<file path="src/sv/s2c_pkg.sv">
// Package for the seconds-to-calendar converter.
// Holds the microcode table, the calendar constants and the small tables.
// No dependencies.
`default_nettype none

package s2c_pkg;

  localparam logic [31:0] LAST_SECOND = 32'd4102444799;
  localparam logic [11:0] BASE_YEAR   = 12'd1970;
  localparam logic [11:0] CENTURY_REF = 12'd1900;
  localparam int unsigned STEP_W      = 5;

  // Micro-operations of the sequencer.
  typedef enum logic [3:0] {
    OP_WAIT,
    OP_DIV_QUO,
    OP_DIV_REM,
    OP_SAVE_DAYS,
    OP_SAVE_HOUR,
    OP_SAVE_MIN,
    OP_YEAR,
    OP_MONTH,
    OP_WD_PREP,
    OP_WD_ADD,
    OP_OUT
  } op_t;

  // Divisor selection for the constant dividers.
  typedef enum logic [1:0] {
    DIV_DAY,
    DIV_HOUR,
    DIV_MIN,
    DIV_WEEK
  } dsel_t;

  typedef struct packed {
    op_t   op;
    dsel_t dsel;
  } ucode_t;

  localparam logic [STEP_W-1:0] STEP_WAIT = '0;

  // The program. A looping step stays put until its condition holds,
  // every other step falls through; the output step returns to the start.
  function automatic ucode_t ucode_rom(input logic [STEP_W-1:0] step);
    ucode_t w;
    w = '{op: OP_WAIT, dsel: DIV_DAY};
    unique case (step)
      5'd0:    w = '{op: OP_WAIT,      dsel: DIV_DAY};
      5'd1:    w = '{op: OP_DIV_QUO,   dsel: DIV_DAY};
      5'd2:    w = '{op: OP_DIV_REM,   dsel: DIV_DAY};
      5'd3:    w = '{op: OP_SAVE_DAYS, dsel: DIV_DAY};
      5'd4:    w = '{op: OP_DIV_QUO,   dsel: DIV_HOUR};
      5'd5:    w = '{op: OP_DIV_REM,   dsel: DIV_HOUR};
      5'd6:    w = '{op: OP_SAVE_HOUR, dsel: DIV_HOUR};
      5'd7:    w = '{op: OP_DIV_QUO,   dsel: DIV_MIN};
      5'd8:    w = '{op: OP_DIV_REM,   dsel: DIV_MIN};
      5'd9:    w = '{op: OP_SAVE_MIN,  dsel: DIV_MIN};
      5'd10:   w = '{op: OP_YEAR,      dsel: DIV_DAY};
      5'd11:   w = '{op: OP_MONTH,     dsel: DIV_DAY};
      5'd12:   w = '{op: OP_WD_PREP,   dsel: DIV_WEEK};
      5'd13:   w = '{op: OP_WD_ADD,    dsel: DIV_WEEK};
      5'd14:   w = '{op: OP_DIV_QUO,   dsel: DIV_WEEK};
      5'd15:   w = '{op: OP_DIV_REM,   dsel: DIV_WEEK};
      5'd16:   w = '{op: OP_OUT,       dsel: DIV_WEEK};
      default: w = '{op: OP_WAIT,      dsel: DIV_DAY};
    endcase
    return w;
  endfunction

  // Quotient by a constant. The power of two in the divisor is shifted off and the
  // odd part is divided by multiplying with its rounded-up reciprocal; for the
  // operand ranges that reach each divisor the truncated product is exact.
  function automatic logic [15:0] div_quo(input dsel_t sel, input logic [31:0] n);
    logic [50:0] pd;
    logic [26:0] ph;
    logic [20:0] pm;
    logic [18:0] pw;
    logic [15:0] q;
    pd = {26'd0, n[31:7]} * {25'd0, 26'd50903317};
    ph = {14'd0, n[16:4]} * {13'd0, 14'd9321};
    pm = {11'd0, n[11:2]} * {10'd0, 11'd1093};
    pw = {10'd0, n[8:0]} * {9'd0, 10'd586};
    q = pd[50:35];
    unique case (sel)
      DIV_DAY:  q = pd[50:35];
      DIV_HOUR: q = {10'd0, ph[26:21]};
      DIV_MIN:  q = {9'd0, pm[20:14]};
      DIV_WEEK: q = {9'd0, pw[18:12]};
      default:  q = pd[50:35];
    endcase
    return q;
  endfunction

  // Remainder to match the quotient above: the odd part's remainder with the
  // shifted-off low bits put back underneath.
  function automatic logic [31:0] div_rem(input dsel_t sel, input logic [31:0] n,
                                          input logic [15:0] q);
    logic [25:0] td;
    logic [12:0] th;
    logic [9:0]  tm;
    logic [8:0]  tw;
    logic [31:0] r;
    td = {1'b0, n[31:7]} - ({10'd0, q} * 26'd675);
    th = n[16:4] - ({7'd0, q[5:0]} * 13'd225);
    tm = n[11:2] - ({3'd0, q[6:0]} * 10'd15);
    tw = n[8:0] - ({2'd0, q[6:0]} * 9'd7);
    r = {15'd0, td[9:0], n[6:0]};
    unique case (sel)
      DIV_DAY:  r = {15'd0, td[9:0], n[6:0]};
      DIV_HOUR: r = {20'd0, th[7:0], n[3:0]};
      DIV_MIN:  r = {26'd0, tm[3:0], n[1:0]};
      DIV_WEEK: r = {29'd0, tw[2:0]};
      default:  r = {15'd0, td[9:0], n[6:0]};
    endcase
    return r;
  endfunction

  function automatic logic [4:0] month_len(input logic [3:0] mon, input logic leap);
    logic [4:0] n;
    n = 5'd31;
    unique case (mon)
      4'd1:                  n = leap ? 5'd29 : 5'd28;
      4'd3, 4'd5, 4'd8, 4'd10: n = 5'd30;
      default:               n = 5'd31;
    endcase
    return n;
  endfunction

  function automatic logic [2:0] month_offset(input logic [3:0] mon);
    logic [2:0] o;
    o = 3'd0;
    unique case (mon)
      4'd0, 4'd9:         o = 3'd0;
      4'd1, 4'd2, 4'd10:  o = 3'd3;
      4'd3, 4'd6:         o = 3'd6;
      4'd4:               o = 3'd1;
      4'd5, 4'd11:        o = 3'd5;
      4'd7:               o = 3'd2;
      4'd8:               o = 3'd5;
      default:            o = 3'd0;
    endcase
    if (mon == 4'd5) o = 3'd4;
    return o;
  endfunction

endpackage

`default_nettype wire

</file>
<file path="src/sv/seconds_to_calendar_core.sv">
// Seconds-to-calendar converter: microcoded sequencer and its datapath.
// Uses s2c_pkg for the microcode table, divisor and month tables.
//
//   Channel | Direction | Handshake            | Word
//   in_     | input     | in_valid / in_stall  | epoch_seconds
//   out_    | output    | out_valid / out_stall| year .. weekday, beyond_range
//
// Each word passes through fifteen single steps of the microcode (each division by a
// constant is a reciprocal multiply step and a remainder step), one step per year
// from 1970 (up to 130) and one per month (up to 12).
// Reset clears the step counter and the output valid flag.
// A finished word waits in the output register; the next word is taken and
// converted meanwhile, and the sequencer only halts at its final step while
// the output register is still full and stalled.
`default_nettype none

module seconds_to_calendar_core (
  input  wire logic        clk,
  input  wire logic        rst_n,
  input  wire logic        in_valid,
  output logic             in_stall,
  input  wire logic [31:0] in_epoch_seconds,
  output logic             out_valid,
  input  wire logic        out_stall,
  output logic [11:0]      out_year,
  output logic [3:0]       out_month,
  output logic [4:0]       out_day_of_month,
  output logic [4:0]       out_hour,
  output logic [5:0]       out_minute,
  output logic [5:0]       out_second,
  output logic [2:0]       out_weekday,
  output logic             out_beyond_range
);

  logic [s2c_pkg::STEP_W-1:0] step_r, step_nxt;
  logic [31:0] num_r, num_nxt;
  logic [15:0] quo_r, quo_nxt;
  logic [15:0] days_r, days_nxt;
  logic [11:0] year_r, year_nxt;
  logic [3:0]  mon_r, mon_nxt;
  logic [4:0]  hour_r, hour_nxt;
  logic [5:0]  min_r, min_nxt;
  logic [5:0]  sec_r, sec_nxt;
  logic        flag_r, flag_nxt;
  logic        out_valid_r;

  s2c_pkg::ucode_t uw;
  logic        leap;
  logic [8:0]  ylen;
  logic [4:0]  mlen;
  logic        year_done;
  logic        mon_done;
  logic        out_free;
  logic        load_out;
  logic [7:0]  yl;

  assign uw     = s2c_pkg::ucode_rom(step_r);
  // Within 1970..2099 the century rule only touches 2000, which is a leap year.
  assign leap      = (year_r[1:0] == 2'd0);
  assign ylen      = leap ? 9'd366 : 9'd365;
  assign mlen      = s2c_pkg::month_len(mon_r, leap);
  assign year_done = (days_r < {7'd0, ylen});
  assign mon_done  = (mon_r == 4'd11) || (days_r < {11'd0, mlen});
  assign out_free  = !out_valid_r || !out_stall;
  assign load_out  = (uw.op == s2c_pkg::OP_OUT) && out_free;
  assign yl        = 8'(year_r - s2c_pkg::CENTURY_REF);

  assign in_stall = (uw.op != s2c_pkg::OP_WAIT);

  // Step sequencing.
  always_comb begin
    step_nxt = step_r + 1'b1;
    unique case (uw.op)
      s2c_pkg::OP_WAIT:     if (!in_valid) step_nxt = step_r;
      s2c_pkg::OP_YEAR:     if (!year_done) step_nxt = step_r;
      s2c_pkg::OP_MONTH:    if (!mon_done) step_nxt = step_r;
      s2c_pkg::OP_OUT:      step_nxt = out_free ? s2c_pkg::STEP_WAIT : step_r;
      default:              step_nxt = step_r + 1'b1;
    endcase
  end

  // Datapath controlled by the current control word.
  always_comb begin
    num_nxt  = num_r;
    quo_nxt  = quo_r;
    days_nxt = days_r;
    year_nxt = year_r;
    mon_nxt  = mon_r;
    hour_nxt = hour_r;
    min_nxt  = min_r;
    sec_nxt  = sec_r;
    flag_nxt = flag_r;
    unique case (uw.op)
      s2c_pkg::OP_WAIT: begin
        if (in_valid) begin
          if (in_epoch_seconds > s2c_pkg::LAST_SECOND) begin
            num_nxt  = s2c_pkg::LAST_SECOND;
            flag_nxt = 1'b1;
          end else begin
            num_nxt  = in_epoch_seconds;
            flag_nxt = 1'b0;
          end
        end
      end
      s2c_pkg::OP_DIV_QUO: quo_nxt = s2c_pkg::div_quo(uw.dsel, num_r);
      s2c_pkg::OP_DIV_REM: num_nxt = s2c_pkg::div_rem(uw.dsel, num_r, quo_r);
      s2c_pkg::OP_SAVE_DAYS: begin
        days_nxt = quo_r;
        year_nxt = s2c_pkg::BASE_YEAR;
      end
      s2c_pkg::OP_SAVE_HOUR: hour_nxt = quo_r[4:0];
      s2c_pkg::OP_SAVE_MIN: begin
        min_nxt = quo_r[5:0];
        sec_nxt = num_r[5:0];
        mon_nxt = '0;
      end
      s2c_pkg::OP_YEAR: begin
        if (!year_done) begin
          days_nxt = days_r - {7'd0, ylen};
          year_nxt = year_r + 12'd1;
        end
      end
      s2c_pkg::OP_MONTH: begin
        if (!mon_done) begin
          days_nxt = days_r - {11'd0, mlen};
          mon_nxt  = mon_r + 4'd1;
        end
      end
      s2c_pkg::OP_WD_PREP: num_nxt = {23'd0, {1'b0, yl} + {3'd0, yl[7:2]}};
      s2c_pkg::OP_WD_ADD: begin
        // Year term plus day of month and the month offset, reduced modulo 7 next;
        // January and February of a leap year count one less.
        num_nxt = {23'd0, 9'(num_r[8:0] + {3'd0, days_r[5:0]} + 9'd1
                             + {6'd0, s2c_pkg::month_offset(mon_r)}
                             - {8'd0, leap && (mon_r < 4'd2)})};
      end
      s2c_pkg::OP_OUT: ;
      default: ;
    endcase
  end

  always_ff @(posedge clk) begin
    if (!rst_n) begin
      step_r      <= s2c_pkg::STEP_WAIT;
      out_valid_r <= 1'b0;
    end else begin
      step_r <= step_nxt;
      if (load_out)       out_valid_r <= 1'b1;
      else if (!out_stall) out_valid_r <= 1'b0;
    end
  end

  always_ff @(posedge clk) begin
    num_r  <= num_nxt;
    quo_r  <= quo_nxt;
    days_r <= days_nxt;
    year_r <= year_nxt;
    mon_r  <= mon_nxt;
    hour_r <= hour_nxt;
    min_r  <= min_nxt;
    sec_r  <= sec_nxt;
    flag_r <= flag_nxt;
    if (load_out) begin
      out_year         <= year_r;
      out_month        <= mon_r + 4'd1;
      out_day_of_month <= days_r[4:0] + 5'd1;
      out_hour         <= hour_r;
      out_minute       <= min_r;
      out_second       <= sec_r;
      out_weekday      <= num_r[2:0];
      out_beyond_range <= flag_r;
    end
  end

  assign out_valid = out_valid_r;

endmodule

`default_nettype wire
</file>
<file path="config.mk">
export PLATFORM = sky130hd
export DESIGN_NAME = seconds_to_calendar_core
export DESIGN_NICKNAME = d
export VERILOG_FILES = /design/src/sv/s2c_pkg.sv /design/src/sv/seconds_to_calendar_core.sv
export SDC_FILE = /design/constraint.sdc
export NUM_CORES = 1
export LEC_CHECK = 0
export BUFFER_PORTS_ARGS = -buffer_cell sky130_fd_sc_hd__clkbuf_2
export CAP_MARGIN = 20
export CORE_MARGIN = 2
export CORE_UTILIZATION = 44
export DETAILED_ROUTE_END_ITERATION = 8
export PLACE_DENSITY_LB_ADDON = 0.15
export SYNTH_ARGS = -nofsm -noshare
export SYNTH_HDL_FRONTEND = slang
export SYNTH_SLANG_ARGS = --single-unit
</file>
<file path="constraint.sdc">
create_clock -name clk -period 12.5 [get_ports clk]
set_input_delay 2.5 -clock clk [delete_from_list [all_inputs] [get_ports clk]]
set_output_delay 2.5 -clock clk [all_outputs]
set_load 0.01 [all_outputs]
</file>
== Yosys cells after proc, flatten, opt, wreduce, memory -nomap -nowiden ==
Memories as Yosys holds them, arrays and structs flattened. A register that Yosys moved wholly into a read port is not among the register bits.
Cells that the tools add are included.
W data, S select, Z words.
Storage, ports and cells
  register bits after elaboration: 146
  memory bits (read-only): 240
  logic and storage cells: 133
  output and inout port bits: 44
  memories kept: 2
Memory list
  (no name shown): words 32, width 6, rd ports 1, clocked after Yosys merged registers in 1, wr ports 0, RTL line s2c_pkg.sv:48  | unique case (step)
  (no name shown): words 16, width 3, rd ports 1, clocked after Yosys merged registers in 1, wr ports 0, RTL line s2c_pkg.sv:133  | unique case (mon)
Cells by class
  reductions and logical operators: 24
  $add $sub $neg: 16
  multiplexer cells: 28
  equal/unequal tests: 29
  multipliers: 8
  magnitude comparators: 4
Operator list (number)
  $pmux W32 S4: 2
  $mux W32: 2
  $pmux W16 S4: 1
  $mul A25 B26 Y51 const B: 1
  $pmux W16 S3: 1
  $gt A32 B32 Y1 const B: 1
  $mux W16: 2
  $mux W5: 6
  $mul A13 B14 Y27 const B: 1
  $eq A4 B4 Y1 const B: 6
  $pmux W12 S2: 1
  $mul A10 B11 Y21 const B: 1
  $eq A4 B3 Y1 const B: 5
  $pmux W5 S4: 1
  $mul A9 B9 Y18 const B: 1
  $ne A2 B2 Y1 const B: 9
  $lt A16 B5 Y1: 1
  $lt A16 B9 Y1: 1
  $mul A16 B10 Y10 const B: 1
  $sub A16 B5 Y16: 1
  $sub A16 B9 Y16: 1
  $add A12 B1 Y12 const B: 1
  $eq A4 B2 Y1 const B: 3
  $mux W12: 1
  39 further kinds: 58

== Logic depth before layout (Yosys ltp) ==
Gate-level depths: netlist of the first run.
  depth in word-level cells: 9
  mapped depth: 25
  depth with buffers taken out: 25

== Worst setup path before layout of the first run ==
Ideal clock, no wire load.
  path type: register -> register
  from: reg num_r[12]
  to: reg quo_r[14], data pin
  library setup time: 136 ps
  required time: 12364 ps
  slack: 6077 ps
  arrival: 6287 ps
  period minus slack after synthesis: 6423 ps
  stages on the path, launching flop included: 24
  path through: edfxtp_1 -> inv_1 -> ha_1 -> inv_1 -> fa_1 -> ha_1 -> inv_1 -> fa_1 -> inv_1 -> fa_1 -> fa_1 -> inv_1 -> fa_1 -> inv_1 -> ha_1 -> a21oi_1 -> o21ai_0 -> a22oi_1 -> a221o_1 -> nand4_1 -> nand4_1 -> o31a_1 -> or4b_1 -> nand3_1
On the way
  cells in the longest elaborated chain, start to end: 2
RTL lines
  start, declared: RTL line seconds_to_calendar_core.sv:36  | logic [31:0] num_r, num_nxt;
  start signal, assigned: RTL line seconds_to_calendar_core.sv:154  | num_r <= num_nxt;
  $mul A25 B26 Y51: RTL line s2c_pkg.sv:80  | pd = {26'd0, n[31:7]} * {25'd0, 26'd50903317};
  $pmux W16 S4: RTL line s2c_pkg.sv:85  | unique case (sel)
  end signal, assigned: RTL line seconds_to_calendar_core.sv:155  | quo_r <= quo_nxt;
  end, declared: RTL line seconds_to_calendar_core.sv:37  | logic [15:0] quo_r, quo_nxt;
Every way passes these cells.
A chain may end at the register's enable or synchronous reset.

== Worst setup path after layout of the first run ==
Same ends and word-level chain as after synthesis.

==> results of run 1 <==
[flip-flops by register name (all words and copies together), names as in the netlist, 6 cells and up, named ones only]
signal      flops
out_minute      6
out_year       12
year_r         12
sec_r           6
min_r           6
quo_r          16
out_second      6
num_r          32
uw              6
days_r         16
[stage by stage]
step | hold slack [ps] | std cells | worst slack [ps] | area (um^2) | util [%]
5_1_grt | 426 | 3091 | 4650 | 25300 | 48.1
6_report | 412 | 3092 | 5140 | 25300 | 48.1
3_5_place_dp | 405 | 3058 | 5190 | 24700 | 47.0
3_3_place_gp | 401 | 3058 | 5270 | 24700 | 47.0
2_1_floorplan | 400 | 2301 | 6080 | 23500 | -
4_1_cts | 410 | 3090 | 5130 | 25300 | 48.1
[Yosys cell counts, drive strengths merged, types with 11 or more instances]
cell	count
and3	11
a21oi	78
and2	11
o21bai	16
nand2	64
a21o	26
nor3	21
nand3	28
inv	575
a31oi	14
nor2b	18
o221ai	13
nand4	22
fa	251
xor2	39
nor2	91
o21ai	56
clkbuf	22
xnor2	82
nand2b	15
dfxtp	15
edfxtp	140
ha	537
[area by class of cell]
class | instances | area, um^2
Timing Repair Buffer | 99 | 543
Sequential cell | 155 | 4500
Inverter | 576 | 2170
Clock inverter | 15 | 155
Fill cell | 4905 | 27300
Clock buffer | 17 | 425
Tap cell | 688 | 861
Multi-Input combinational cell | 1541 | 16700
Antenna cell | 1 | 2.50
[routing by layer]
metal / track usage [%] / up-vias / wire [um]
li1: - / 7810 / -
met2: 35.3 / 316 / 26600
met4: 6.35 / 0 / 1490
met3: 2.70 / 68 / 2370
met5: 0 / - / 0
met1: 31.0 / 7955 / 28200
[cell families (layout without fill, tap and decap cells)]
family / Yosys count / count (layout)
AO/OA/AOI/OAI: 297 / 297
XOR/XNOR: 121 / 121
adder cells (fa/ha/maj): 788 / 788
buffers and inverters: 605 / 707
multiplexers: 13 / 13
other: 0 / 1
flip-flops: 155 / 155
AND/OR/NAND/NOR: 322 / 322
[cells in the final DEF, fill, tap and decap left out, types with 9 or more instances in the layout]
master,count
inv_1,574
ha_1,537
fa_1,251
edfxtp_1,140
nor2_1,89
xnor2_1,81
clkbuf_2,79
a21oi_1,78
nand2_1,64
o21ai_0,55
xor2_1,39
nand3_1,27
a21o_1,26
nand4_1,22
nor3_1,19
buf_4,19
nor2b_1,18
clkbuf_16,17
o21bai_1,16
nand2b_1,15
dfxtp_1,15
o221ai_1,13
a31oi_1,13
and3_1,11
and2_1,11
a22oi_1,10
a221o_1,9
[worst reg2reg max path: stages, from the launching register on]
cell      delay, ps
edfxtp_1        880
inv_1           260
ha_1            400
inv_1           140
fa_1            440
ha_1            280
inv_1            50
fa_1            500
inv_1            50
fa_1            470
fa_1            540
inv_1            50
fa_1            520
inv_1            40
ha_1            280
a21oi_1          70
o21ai_0         220
a22oi_1          90
a221o_1         500
nand4_1         200
nand4_1         260
o31a_1          370
or4b_1          480
nand3_1          90
[worst min-delay path by stage]
stage,to,slack [ps],start
floorplan,out_beyond_range,400,flag_r
detailed placement,out_minute[3],400,min_r[3]
global route,out_minute[4],430,min_r[4]
global placement,out_second[0],400,sec_r[0]
finish,out_minute[4],410,min_r[4]
CTS,out_minute[4],410,min_r[4]
==> metrics.cfg, run 1 <==
[run_status]
outcome=finished, final reports clean

[sta]
finalCriticalPeriod_ps=7360
fin_setup_tns_ps=0
grt_setup_unrepaired=no
finClkSkew_ps=24.3
period_share_pct=58.9
hold_violations=0
finalSetupViolCount=0
worst_slew_pin_slew_ps=1100
slew_viol_final=0
clock.fmax_ghz=0.136
relSlewSlack_pct=25.9

[worst_setup_path]
r2r-end=quo_r[14]
path_depth=23
reg2reg_depth=23
crit_path_max_fanout=14
cpMostUsedCell=inv_1
crit_arrival_ps=7690
slowest_delay_ps=880
timing.rr.start=num_r[12]
worstSetupEndpoint=quo_r[14]
cp_num_buf_inv=6
rrSetupSlack_ps=5140
cp.required_ps=12830
cp_top_family=adder cells
crit_chain=inv_1, ha_1, inv_1, fa_1, ha_1, inv_1, fa_1, inv_1, fa_1, fa_1, inv_1, fa_1, inv_1, ha_1, a21oi_1, o21ai_0, a22oi_1, a221o_1, nand4_1, nand4_1, o31a_1, or4b_1, nand3_1
crit_type=flip-flop to flip-flop
end_kind=flip-flop
crit_path_top_delay_cell=edfxtp_1
critPathLaunchType=flip-flop
cp-startpoint=num_r[12]

[yosys]
ys_seq_elements=155
synthMuxAreaShare_pct=0.677
yosysTopAreaCell=ha_1
ys_seq_area_share_pct=19.2
yosysWarnings=0
syn_area_per_cell_um2=10.2
synth_compound_area_share_pct=8.67
synth_top_family_by_area=adder cells
synth_simple_gate_area_share_pct=7.02
synth_xor_area_share_pct=4.55
netlist_area_mm2=0.0235
synth_fa_ha_area_share_pct=50.1
syn-num-nets=3125
yosysUniqueCellTypes=86
syn_inst=2301
synth_top_area_share_pct=28.6
synthArstFlopShare_pct=0
synth_enable_flop_cells=140
ys_top_cells_by_area=ha_1 29%, fa_1 21%, edfxtp_1 18%, inv_1 9.2%, xnor2_1 3.0%
synth_ff_type=edfxtp_1

[floorplan]
rows=84
core_area_mm2=0.0527
die_w_um=235
die_height_um=235
die-area_mm2=0.0552
io_pins=80
start_util_pct=44.6

[placement]
hpwl_um=49100
gp_congestion=0.872
portBuffers=79

[clock_network]
tritoncts=built
cts.htree.levels=4
ctsHoldBuffers=0
cts_buffers=17
cts.sink_count=155
path_clk_slew_ps=90
root_buffer=clkbuf_16
post_cts_buffers=0
clk_latency_ps=480
cts_buffer_depth=2
cts_resized=0

[global_route]
antenna_found_initial=0
grt_first_pass_wirelength_um=93700
track_usage_pct=21.9
grt_start_max_net_pins=43
overflow=0
grt_pass1_vias=16900

[finish]
drive_above_1_share_pct=6.74
fin_nets=3214
syn_to_final_growth_pct=7.92

[detailed_routing]
vias=16100
drc=0
postRouteAntennaNets=0
routed_via_density=5.22
firstDrtPassIters=5
drtIter0Drc=887
wirelength_um=58600
wl_per_cell_um=18.9

[hold_path]
worstHoldPathCells=0
hp-class=flip-flop to flip-flop

[run]
maxCapViolCount=0

Power of run 1 is left out: the tool's default activity adds up to more than one toggle a clock period on the data nets, which glitch-free logic cannot reach.
==> run 2, diff against run 1 <==
==> constraint.sdc (replaced) <==
create_clock -name clk -period 6.1 [get_ports clk]
set_input_delay 1.22 -clock clk [delete_from_list [all_inputs] [get_ports clk]]
set_output_delay 1.22 -clock clk [all_outputs]
set_load 0.01 [all_outputs]
==> metrics.cfg, run 2 (same netlist as run 1, synthesis figures left out) <==
[run_status]
outcome=finished with violations
violations=setup timing

[floorplan]
die_w_um=235  ; unchanged
die-area_mm2=0.0552  ; unchanged
io_pins=80  ; unchanged
die_height_um=235  ; unchanged
core_area_mm2=0.0527  ; unchanged
rows=84  ; unchanged
start_util_pct=44.6  ; unchanged

[finish]
largest_reg_flops=32  ; unchanged
regMostFlops=num_r
fin_area_mm2=0.0270  ; +6.7%
syn_to_final_growth_pct=15.1
multi_input_area_mm2=0.0171  ; +2.5%
final_cell_mix=557 x inv_1, 513 x ha_1, 241 x fa_1
fin_nets=3376  ; +5.0%
seq_area_mm2=0.00450  ; unchanged
mostFrequentLayoutCell=inv_1
finalNonFillerCells=3254  ; +5.2%
largestRegisters=num_r (32), days_r (16), quo_r (16)
drive_above_1_share_pct=15.7  ; +9.0 points
num-fill-cells=4854  ; -1.0%

[clock_network]
cts.htree.levels=4  ; unchanged
clk_latency_ps=490  ; about the same
tritoncts=built
path_clk_slew_ps=80  ; about the same
ctsHoldBuffers=0  ; unchanged
cts_buffer_depth=2  ; unchanged
root_buffer=clkbuf_16
cts.sink_count=155  ; unchanged
cts_buffers=17  ; unchanged

[global_route]
grt_pass1_vias=17600  ; +4.4%
overflow=0  ; unchanged
grt_first_pass_wirelength_um=98700  ; +5.3%
grt_start_max_net_pins=37  ; -14%
track_usage_pct=23.4  ; +1.4 points
antenna_found_initial=1  ; +1

[placement]
dp_cells=3189  ; +4.3%
place_area_mm2=0.0257  ; +4.1%
portBuffers=79  ; unchanged
hpwl_um=52700  ; +7.3%
gp_congestion=0.902  ; +3.4%

[sta]
relSlewSlack_pct=32.2  ; +6.3 points
finalWorstSetupSlack_ps=-328  ; -5470 ps
fin_setup_tns_ps=-2960  ; -2960 ps
grt_setup_unrepaired=yes
clock.fmax_ghz=0.156  ; +15%
finClkSkew_ps=15.7  ; -8.60 ps
hold_violations=0  ; unchanged
finalSetupViolCount=15  ; +15
whs_ps=420  ; +8.21 ps
period_share_pct=105  ; +46 points
slew_viol_final=0  ; unchanged
worst_slew_pin_slew_ps=1010  ; -89.5 ps
finalCriticalPeriod_ps=6430  ; -933 ps

[detailed_routing]
wl_per_cell_um=19.2  ; +1.6%
postRouteAntennaNets=0  ; unchanged
drtIter0Drc=1093  ; +23%
routed_via_density=5.22  ; -0.14%
firstDrtPassIters=5  ; unchanged
drc=0  ; unchanged
vias=17000  ; +5.1%
wirelength_um=62600  ; +6.9%

[hold_path]
hp-class=flip-flop to flip-flop

[worst_setup_path]
crit_path_max_fanout=3  ; -11
crit_arrival_ps=6650  ; -1040 ps
end_kind=flip-flop
crit_type=flip-flop to flip-flop
critPathLaunchType=flip-flop
cp.required_ps=6320  ; -6510 ps

[run]
maxCapViolCount=0  ; unchanged

==> run 2: changes by cell type in the layout (fill, tap and decap cells not counted), moves of 8 or more <==
cell,previous run,this run
ha_2,0,8
a21oi_1,78,70
buf_6,0,12
fa_2,0,10
buf_4,19,168
inv_1,574,557
fa_1,251,241
ha_4,0,16
ha_1,537,513
inv_2,0,17
==> run 2: per-stage QoR <==
stage          worst slack, ps  util [%]
2_1_floorplan             -240         -
3_3_place_gp              -414      48.9
3_5_place_dp              -435      48.9
4_1_cts                   -295      50.7
5_1_grt                   -531      51.3
6_report                  -328      51.3
==> run 2: what timing repair did <==
| action | in CTS | in global routing |
|---|---|---|
| buffers inserted | 15 | 14 |
| resized for setup | 53 | 47 |
| gates cloned | 0 | 0 |
| pin swaps | 56 | 43 |
| setup endpoints to repair | 15 | 16 |
==> run 2: cell type report <==
type                            count  share of cell area (%)
Sequential cell                   155                    16.7
Inverter                          576                    8.02
Multi-Input combinational cell   1541                    63.3
Antenna cell                        1                 0.00926
Clock inverter                     14                   0.537
Tap cell                          688                    3.19
Clock buffer                       18                    1.63
Timing Repair Buffer              261                    6.69
==> run 2: routing by layer <==
layer	wire length (um)	track usage [%]
met4	934	4.99
met1	29500	32.8
met2	28400	36.9
met5	0	0
met3	3770	5.23
==> run 2: worst paths after layout <==
path / slack (ps) / endpoint / depth (start not counted) / startpoint
worst max-delay path: -330 / quo_r[2] / 23 / num_r[24]
worst min-delay path: 420 / out_minute[2] / 0 / min_r[2]
worst min register to register: 420 / out_minute[2] / 0 / min_r[2]
worst max register to register: -330 / quo_r[2] / 23 / num_r[24]
==> run 2: worst max-delay path, cell delays in order, from the launching register on <==
cell	delay (ps)
edfxtp_1	540
buf_6	190
fa_2	560
ha_4	210
fa_2	400
fa_1	510
inv_2	40
fa_1	490
inv_1	50
fa_1	470
inv_1	50
fa_1	490
inv_2	50
ha_4	210
a21o_1	190
buf_4	140
a21oi_4	110
nor2b_2	60
a2111oi_4	280
a31oi_4	140
or2_4	270
buf_4	140
xor2_1	130
mux4_2	450
Power of run 2 is left out for the same reason.
